### src/rtl/spq_pkg.sv
// spq_pkg: shared types and constants of the sorted priority queue
// depends on nothing; used by the interfaces, the cell and the top level
`timescale 1ns / 1ps
`default_nettype none

package spq_pkg;

	localparam int DEPTH  = 64;
	localparam int IDX_W  = $clog2(DEPTH);
	localparam int CNT_W  = $clog2(DEPTH + 1);
	localparam int ITEM_W = 16;
	localparam int PRIO_W = 16;

	typedef enum logic {
		KIND_ENQ = 1'b0,
		KIND_DEQ = 1'b1
	} kind_t;

	typedef enum logic [1:0] {
		ST_OK        = 2'd0,
		ST_UNDERFLOW = 2'd1,
		ST_OVERFLOW  = 2'd2
	} status_t;

	typedef logic        [ITEM_W-1:0] item_t;
	typedef logic signed [PRIO_W-1:0] prio_t;
	typedef logic        [CNT_W-1:0]  cnt_t;

	// broadcast to every cell of the chain
	typedef struct packed {
		logic  enq;
		logic  deq;
		item_t new_item;
		prio_t new_prio;
	} ctl_t;

endpackage

`default_nettype wire

### src/rtl/spq_cell.sv
// spq_cell: one slot of the sorted chain, compares the incoming priority
// with its own and shifts toward the tail on insert or toward the head on removal; uses spq_pkg
`timescale 1ns / 1ps
`default_nettype none

module spq_cell
	import spq_pkg::*;
(
	input  wire logic  clk,
	input  wire ctl_t  ctl,
	input  wire logic  is_head,
	input  wire logic  occ,
	input  wire logic  left_take,
	input  wire item_t left_item,
	input  wire prio_t left_prio,
	input  wire item_t right_item,
	input  wire prio_t right_prio,
	output logic       take,
	output item_t      item,
	output prio_t      prio
);

	item_t item_q;
	prio_t prio_q;
	logic  cmp;

	// head only yields to a strictly larger priority, later slots also to an equal one
	always_comb begin
		if (is_head) begin
			cmp = ctl.new_prio > prio_q;
		end else begin
			cmp = prio_q <= ctl.new_prio;
		end
		take = !occ || cmp;
	end

	always_ff @(posedge clk) begin
		if (ctl.enq && take) begin
			if (left_take) begin
				item_q <= left_item;
				prio_q <= left_prio;
			end else begin
				item_q <= ctl.new_item;
				prio_q <= ctl.new_prio;
			end
		end else if (ctl.deq) begin
			item_q <= right_item;
			prio_q <= right_prio;
		end
	end

	assign item = item_q;
	assign prio = prio_q;

endmodule

`default_nettype wire

### config.mk
export PLATFORM = sky130hd
export DESIGN_NAME = spq_cell
export DESIGN_NICKNAME = d
export VERILOG_FILES = /design/src/rtl/spq_pkg.sv /design/src/rtl/spq_cell.sv
export SDC_FILE = /design/constraint.sdc
export NUM_CORES = 1
export LEC_CHECK = 0
export ABC_AREA = 0
export ABC_CLOCK_PERIOD_IN_PS = 4200
export BUFFER_PORTS_ARGS = -buffer_cell sky130_fd_sc_hd__buf_2
export CAP_MARGIN = 20
export CORE_UTILIZATION = 25
export DETAILED_ROUTE_END_ITERATION = 7
export PLACE_DENSITY = 0.48
export SYNTH_ARGS = -nofsm -noshare
export SYNTH_HDL_FRONTEND = slang
export SYNTH_SLANG_ARGS = --single-unit
export TNS_END_PERCENT = 30
### constraint.sdc
create_clock -name clk -period 4.2 [get_ports clk]
set_clock_uncertainty 0.05 [all_clocks]
set_input_delay 0.21 -clock clk [delete_from_list [all_inputs] [get_ports clk]]
set_output_delay 0.21 -clock clk [all_outputs]
set_load 0.02 [all_outputs]
==> flow_summary.json, run 1 <==
{
  "outcome": "complete, but fails checks",
  "arrival_ns": 3.32,
  "holdBufCountCts": 0,
  "antenna_found_initial": 1,
  "min_period_ns": 3.34,
  "h-tree-depth": 2,
  "syn_avg_cell_area_um2": 12.5,
  "swShare": 0.322,
  "clk_pin_slew_ns": 0.07,
  "synthSimpleGateAreaFrac": 0.0701,
  "synth_cell_types": 25,
  "yosys_most_used_dff": "edfxtp_1",
  "setup_viol_count_final": 0,
  "start_util": 0.262,
  "synth-xor-area-share": 0,
  "track_usage": 0.124,
  "die_h_um": 98.3,
  "ys_seq_area_frac": 0.414,
  "rows": 34,
  "crit_required_ns": 4.18,
  "power_density_mw_per_mm2": 348,
  "dp_hpwl_mm": 4.46,
  "pre_cts_slack_ns": 0.844,
  "antennaDiodeCount": 0,
  "pwr-share-seq": 0.404,
  "wl_met3_um": 620,
  "critPathSlowestCell": "or4_4",
  "synth_compound_area_frac": 0.0787,
  "worst_hold_path_type": "in2reg",
  "maxSlewHeadroom": 0.412,
  "finalSetupTns_ns": 0,
  "yosysMostFrequentCell": "edfxtp_1",
  "fp.dieArea_mm2": 0.00967,
  "synthArstFlopShare": 0,
  "synth_top_cell_by_area": "edfxtp_1",
  "yosysTopAreaCellShare": 0.414,
  "cts_tree": "done",
  "cap_violations": 0,
  "path_buf_inv": 1,
  "muxShareOfSynthArea": 0.289,
  "synthAdderAreaFrac": 0.0863,
  "p_int_w": 0.000744,
  "syn_area_mm2": 0.00232,
  "layout-drive-gt1-share": 0.614,
  "cts_resized": 0,
  "drt_iter0_markers": 73,
  "topRoutingLayerUsed": "met5",
  "start_kind": "flop",
  "synth_top_family_by_area": "multiplexers",
  "remaining_drc_errors": 11,
  "area.growth.synth_to_final_pct": 36.0,
  "grt-ovfl-total": 0,
  "crit_type": "reg2reg",
  "port_buffers": 134,
  "irDropWorstVdd_v": 0.000120,
  "num_vias": 1881,
  "clock_path_buffers": 2,
  "tightest_slew_ns": 0.882,
  "pwr-share-comb": 0.392,
  "ys_warn_count": 0,
  "worst-path-max-fanout": 32,
  "cts_sinks": 32,
  "clk_latency_ns": 0.28,
  "wl_met2_mm": 2.67,
  "grt_max_degree": 48,
  "worst_slack_ns": 0.861,
  "wirelength_met1_mm": 2.50,
  "synth_common_cells": "32 x edfxtp_1, 29 x mux2_4, 22 x nand2_1",
  "postSynthNetCount": 303,
  "ios": 135,
  "ctsRootBufferMaster": "clkbuf_8",
  "synth_edf_count": 32,
  "cp_top_family": "simple AND/OR/NAND/NOR gates",
  "cp_cell_sequence": "ha_1 > nand4_2 > or4_4 > o41ai_2 > nand2_1 > o311ai_4 > buf_4 > mux2_2",
  "dr.pass1.iters": 6,
  "ant_nets": 0,
  "fin_crit_sh": 0.795,
  "worstSetupEndpointType": "flop",
  "cts_setup_buffers": 0,
  "wirelength_mm": 5.84,
  "critPathMaxStageDelay_ns": 0.57,
  "grt_pass1_wl_mm": 9.19,
  "power_w": 0.00110,
  "fmax_ghz": 0.299,
  "p_switching_w": 0.000353,
  "core_mm2": 0.00885,
  "hold_violations": 0,
  "cts_made_buffers": 5,
  "die_w_um": 98.3,
  "rsz0062_at_grt": "no",
  "violations": "design-rule violations",
  "ys_ff_latch": 32,
  "slew_violations": 0,
  "avgRoutedWirePerCell_um": 13.6,
  "syn_inst": 185,
  "grt_pass1_vias": 1888,
  "netlist_top_cells_area": "edfxtp_1 41%, mux2_4 19%, mux2_2 9.7%",
  "via_per_inst": 4.38,
  "clkPwrFrac": 0.204,
  "fin_nets": 438,
  "p_leak_nw": 1.57,
  "gp_congestion": 0.767
}
worst paths after layout:
check	startpoint	end	slack, ns	cells past startpoint
worst min-delay path	right_item[6]	item[6]	0.18	2
worst max register to register	prio[15]	item[15]	0.86	8
worst min register to register	prio[14]	prio[5]	1.39	5
worst max-delay path	prio[15]	item[15]	0.86	8
cell type report:
class	instances	area [um2]
Clock buffer	7	76.3
Clock inverter	1	3.75
Fill cell	935	5690
Inverter	17	63.8
Multi-Input combinational cell	128	1220
Sequential cell	32	961
Tap cell	108	135
Timing Repair Buffer	136	698
kinds of logic (layout without fill, tap and decap cells):
| logic type | count (synthesis) | after routing |
|---|---|---|
| mux | 50 | 50 |
| simple gates | 34 | 34 |
| flops | 32 | 32 |
| compound gates | 28 | 28 |
| buf+inv | 25 | 161 |
| fa+ha+maj | 16 | 16 |
power groups by stage:
stage	clock network, W	logic, W	registers [W]
after floorplan	0	0.000237	0.000521
after detailed placement	0	0.000436	0.000451
after global placement	0	0.000435	0.000450
after CTS	0.000239	0.000439	0.000445
after global routing	0.000252	0.000470	0.000450
final	0.000224	0.000430	0.000443
layout by cell type, fill, tap and decap left out:
cell type    n
clkinv_1     1
buf_12       1
buf_4        1
or2_2        2
nor2b_1      1
nand4_1      1
or3_1        1
inv_1       17
clkbuf_8     5
nor2_1       2
clkbuf_1     2
a211o_2      1
a21o_1       1
nand2_1     22
o21ai_0     17
nand4_2      1
buf_2      134
edfxtp_1    32
nand3b_1     1
or4_4        1
o41ai_2      1
mux2_4      29
a21oi_1      6
nor3_1       2
o311ai_4     1
o21bai_1     1
ha_1        16
mux2_2      20
mux2i_1      1
through the flow:
stage               instances  utilization  cell area [um2]  hold WS (ns)
finish                    429        0.356             3150         0.178
global route              429        0.356             3150         0.164
CTS                       429        0.356             3150         0.166
detailed placement        421        0.347             3070         0.466
global placement          421        0.347             3070         0.462
floorplan                 185            -             2320         0.378
flip-flops by register name, indices dropped and copies added, names as in the netlist:
name  flops
item     16
prio     16
per-layer routing:
| layer | global-route usage | up-vias |
|---|---|---|
| li1 | - | 944 |
| met2 | 0.199 | 96 |
| met5 | 0 | - |
| met1 | 0.151 | 832 |
| met4 | 0.0390 | 2 |
| met3 | 0.0501 | 7 |
(Power assumes the default switching activity.)
==> run 2, diff against run 1 <==
Settings changed: ABC_CLOCK_PERIOD_IN_PS 4200 to 3200.
Clock period 4.2 ns to 3.2 ns, I/O delays scaled along.
==> run 2 against run 1 <==
Against the previous run: the run still ends with design-rule violations left; register-to-register slack got worse by 0.67 ns; largest cell class unchanged; clock power increased by 35%; via count is 1.0% lower; sequential cell count did not move; worst setup slack got worse by 0.67 ns.
==> flow_summary.json, run 2 (synthesis gave the netlist of run 1 again) <==
{
  "grt_util_met3": 0.0401,
  "fp.dieArea_mm2": 0.00967,
  "worst-path-max-fanout": 32,
  "start_kind": "flop",
  "dpl_cell_area_mm2": 0.00310,
  "cp_common_cell": "buf_12",
  "pwr-share-seq": 0.396,
  "p_switching_w": 0.000475,
  "critPathSlowestCell": "or4_4",
  "wirelength_mm": 5.78,
  "start_util": 0.262,
  "crit_required_ns": 3.13,
  "num_vias": 1862,
  "arrival_ns": 2.94,
  "cts_tree": "done",
  "utilization": 0.362,
  "final_common_cell": "buf_2",
  "placed_cells": 422,
  "grtUsageMet2": 0.203,
  "worstSetupEndpointType": "flop",
  "antennaDiodeCount": 0,
  "clk_latency_ns": 0.28,
  "cts_resized": 0,
  "clk_pin_slew_ns": 0.07,
  "fin_crit_sh": 0.941,
  "min_period_ns": 3.01,
  "grt-ovfl-total": 0,
  "holdBufCountCts": 0,
  "avgRoutedWirePerCell_um": 13.4,
  "hold_violations": 0,
  "grt_pass1_wl_mm": 8.86,
  "mostFrequentLayoutCells": "134 x buf_2, 32 x edfxtp_1, 29 x mux2_4",
  "critPathMaxStageDelay_ns": 0.57,
  "die_w_um": 98.3,
  "cts_sinks": 32,
  "layout-drive-gt1-share": 0.616,
  "final_cells": 431,
  "violations": "design-rule violations",
  "fin_area_mm2": 0.00320,
  "pwr-share-comb": 0.399,
  "area.growth.synth_to_final_pct": 38.0,
  "dr.pass1.iters": 8,
  "h-tree-depth": 2,
  "drt_iter0_markers": 52,
  "tightest_slew_ns": 0.871,
  "ctsRootBufferMaster": "clkbuf_8",
  "rsz0062_at_grt": "no",
  "slew_violations": 0,
  "cp_cell_sequence": "ha_1 > nand4_2 > or4_4 > o41ai_2 > nand2_1 > o311ai_4 > buf_12 > or2_4 > buf_12",
  "power_density_mw_per_mm2": 459,
  "grt_max_degree": 48,
  "grt.busiest_layer": "met2",
  "fin_nets": 440,
  "fill_cells": 921,
  "worst_hold_path_type": "in2reg",
  "maxSlewHeadroom": 0.419,
  "antenna_found_initial": 0,
  "swShare": 0.323,
  "use_met1": 0.142,
  "ios": 135,
  "p_int_w": 0.000995,
  "cap_violations": 0,
  "cts_setup_buffers": 0,
  "cp_top_family": "simple AND/OR/NAND/NOR gates",
  "grt_pass1_vias": 1905,
  "port_buffers": 134,
  "cts_made_buffers": 5,
  "clock_path_buffers": 2,
  "crit_type": "reg2reg",
  "remaining_drc_errors": 8,
  "clkPwrFrac": 0.205,
  "p_leak_nw": 1.59,
  "dp_hpwl_mm": 4.38,
  "via_per_inst": 4.32,
  "finalSetupTns_ns": 0,
  "track_usage": 0.119,
  "gp_congestion": 0.707,
  "rows": 34,
  "power_w": 0.00147,
  "outcome": "complete, but fails checks",
  "ant_nets": 0,
  "core_mm2": 0.00885,
  "irDropWorstVdd_v": 0.000173,
  "path_buf_inv": 2,
  "setup_viol_count_final": 0,
  "die_h_um": 98.3,
  "fmax_ghz": 0.332
}
run 2: cell count changes in the layout (fill, tap and decap cells not counted):
cell | previous run | this run
clkbuf_16 | 0 | 1
or2_2 | 2 | 1
buf_12 | 1 | 2
or2_4 | 0 | 1
run 2: area by class of cell:
class	count	area (um2)	area share
multi-input combinational	128	1220	0.381
sequential	32	961	0.300
timing repair buffer	138	743	0.232
tap	108	135	0.0422
clock buffer	7	76.3	0.0238
inverter	17	63.8	0.0199
clock inverter	1	3.75	0.00117
run 2: layer usage:
layer	routed length (um)	up-vias
met5	0	-
met4	61	0
met3	552	7
met2	2730	91
met1	2430	818
li1	-	946
run 2: power groups by stage:
stage	registers [W]	clock network, W	logic (W)
finish	0.000582	0.000302	0.000586
detailed placement	0.000592	0	0.000582
floorplan	0.000683	0	0.000312
global placement	0.000590	0	0.000582
global route	0.000592	0.000332	0.000639
CTS	0.000584	0.000315	0.000584
run 2: worst paths after layout:
kind | cells after the start | to | startpoint | slack, ns
worst max-delay path | 9 | prio[14] | prio[15] | 0.19
worst min-delay path | 2 | prio[1] | right_prio[1] | 0.12
worst max register to register | 9 | prio[14] | prio[15] | 0.19
worst min register to register | 5 | prio[14] | prio[14] | 1.20
run 2: stage by stage:
stage | hold WS (ns) | setup slack, ns
floorplan | 0.328 | 0.0744
global placement | 0.413 | 0.171
detailed placement | 0.413 | 0.120
CTS | 0.114 | 0.101
global route | 0.116 | 0.0313
finish | 0.125 | 0.188
==> run 3, diff against run 2 <==
--- a/config.mk
+++ b/config.mk
@@ -8,9 +8,11 @@
 export ABC_AREA = 0
 export ABC_CLOCK_PERIOD_IN_PS = 3200
-export BUFFER_PORTS_ARGS = -buffer_cell sky130_fd_sc_hd__buf_2
 export CAP_MARGIN = 20
+export CELL_PAD_IN_SITES_DETAIL_PLACEMENT = 0
+export CELL_PAD_IN_SITES_GLOBAL_PLACEMENT = 1
 export CORE_UTILIZATION = 25
 export DETAILED_ROUTE_END_ITERATION = 7
-export PLACE_DENSITY = 0.48
+export DONT_BUFFER_PORTS = 1
+export PLACE_DENSITY = 0.44
 export SYNTH_ARGS = -nofsm -noshare
 export SYNTH_HDL_FRONTEND = slang
--- a/constraint.sdc
+++ b/constraint.sdc
@@ -3,3 +3,3 @@
 set_input_delay 0.16 -clock clk [delete_from_list [all_inputs] [get_ports clk]]
 set_output_delay 0.16 -clock clk [all_outputs]
-set_load 0.02 [all_outputs]
+set_load 0.01 [all_outputs]
==> run 3 against run 2 <==
Against the previous run: the flow still finishes with violations (design-rule violations); worst setup slack got worse by 0.00095 ns; sequential cell count stayed put; first-iteration DRC count down 9.6%; critical path depth up 1; register-to-register slack barely moved; power shrank 4.4%; sequential share of layout area increased by 6.8 points; critical path type unchanged; largest power group is now registers.
==> flow_summary.json, run 3 (synthesis gave the netlist of run 1 again) <==
{
  "cts_made_buffers": 5,
  "r2r_setup_slack_ns": 0.19,
  "dr.pass1.iters": 7,
  "ant_nets": 0,
  "min_period_ns": 3.01,
  "layout-drive-gt1-share": 0.383,
  "utilization": 0.295,
  "violations": "design-rule violations",
  "worst-path-max-fanout": 21,
  "die_w_um": 98.3,
  "via_per_inst": 4.77,
  "worst_slack_ns": 0.188,
  "die_h_um": 98.3,
  "cts_sinks": 32,
  "num_vias": 1454,
  "wirelength_mm": 5.78,
  "cts_tree": "done",
  "fmax_ghz": 0.332,
  "cts_setup_buffers": 0,
  "remaining_drc_errors": 14,
  "gp_congestion": 0.739,
  "port_buffers": 0,
  "power_density_mw_per_mm2": 538,
  "grt_pass1_vias": 1578,
  "clk_latency_ns": 0.28,
  "tightest_slew_ns": 0.338,
  "start_kind": "flop",
  "reg2reg_depth": 10,
  "avgRoutedWirePerCell_um": 18.9,
  "fin_crit_sh": 0.941,
  "grt_pass1_wl_mm": 8.72,
  "slew_violations": 0,
  "outcome": "complete, but fails checks",
  "grt_max_degree": 48,
  "worst_hold_path_type": "in2reg",
  "rsz0062_at_grt": "no",
  "fp.dieArea_mm2": 0.00967,
  "fin_nets": 313,
  "finalSetupTns_ns": 0,
  "clk_pin_slew_ns": 0.08,
  "crit_required_ns": 3.15,
  "pre_cts_slack_ns": 0.174,
  "p_leak_nw": 1.11,
  "mostFrequentLayoutCells": "32 x edfxtp_1, 29 x mux2_4, 22 x nand2_1",
  "cts_resized": 0,
  "r2r-end": "prio[7]",
  "r2r_start": "prio[14]",
  "area.growth.synth_to_final_pct": 12.6,
  "dp_hpwl_mm": 4.60,
  "h-tree-depth": 2,
  "cap_violations": 0,
  "holdBufCountCts": 0,
  "ctsRootBufferMaster": "clkbuf_8",
  "antenna_found_initial": 1,
  "hold_violations": 0,
  "clock_path_buffers": 2,
  "dpl_cell_area_mm2": 0.00250,
  "cp-startpoint": "prio[14]",
  "rows": 34,
  "drt_iter0_markers": 47,
  "crit_type": "reg2reg",
  "final_common_cell": "edfxtp_1",
  "fin_area_mm2": 0.00261,
  "ios": 135,
  "grt-ovfl-total": 0,
  "worstSetupEndpointType": "flop",
  "maxSlewHeadroom": 0.772,
  "track_usage": 0.121,
  "start_util": 0.262,
  "arrival_ns": 2.96,
  "setup_viol_count_final": 0,
  "core_mm2": 0.00885,
  "irDropWorstVdd_v": 0.000192,
  "critPathCapture": "prio[7]",
  "fill_cells": 907
}
run 3: cell types whose count changed in the layout (fill, tap and decap cells not counted):
cell        before  now
buf_12           2    3
buf_2          134    0
buf_4            1    8
bufinv_16        0    1
clkbuf_1         2    0
clkbuf_16        1    0
clkinv_1         1    0
clkinv_2         0    1
clkinvlp_4       0    1
diode_2          0    1
run 3: layout make-up:
type | count | area [um2] | area share
multi-input combinational | 128 | 1220 | 0.466
sequential | 32 | 961 | 0.368
tap | 108 | 135 | 0.0517
timing repair buffer | 11 | 120 | 0.0460
clock buffer | 5 | 68.8 | 0.0263
inverter | 17 | 63.8 | 0.0244
clock inverter | 3 | 42.5 | 0.0163
antenna | 1 | 2.50 | 0.000958
run 3: how the worst min path moves through the flow:
stage                     slack, ns           start  endpoint  depth (start not counted)
final                          0.04  right_item[13]  item[13]                          1
after global routing           0.02  right_item[13]  item[13]                          1
after global placement         0.33  right_item[14]  item[14]                          1
after CTS                      0.02  right_item[13]  item[13]                          1
after detailed placement       0.33  right_prio[12]  prio[12]                          1
after floorplan                0.33   right_item[0]   item[0]                          1
run 3: routing by layer:
layer,up-vias,global-route usage,part of all wire
met5,-,0,0.0022
met4,2,0.0310,0.0035
met3,6,0.0587,0.11
met2,75,0.215,0.53
met1,675,0.127,0.35
li1,696,-,-
run 3: power breakdown:
group | switching (W) | total (W) | internal [W]
clock | 0.000164 | 0.000394 | 0.000230
sequential | 0.0000728 | 0.000633 | 0.000560
combinational | 0.000165 | 0.000378 | 0.000213
total | 0.000402 | 0.00141 | 0.00100
run 3: worst max-delay path, stage by stage, from the launching register on:
cell,delay (ns)
edfxtp_1,0.41
ha_1,0.32
nand4_2,0.12
buf_4,0.12
nor2_1,0.03
or3_1,0.36
a211o_2,0.36
o311ai_4,0.35
buf_12,0.24
or2_4,0.18
buf_12,0.16
run 3: through the flow:
stage	hold WS [ns]	instances	power, W
global placement	0.329	296	0.00102
CTS	0.0199	304	0.00144
floorplan	0.328	185	0.000939
detailed placement	0.330	296	0.00103
global route	0.0153	304	0.00149
finish	0.0352	305	0.00141
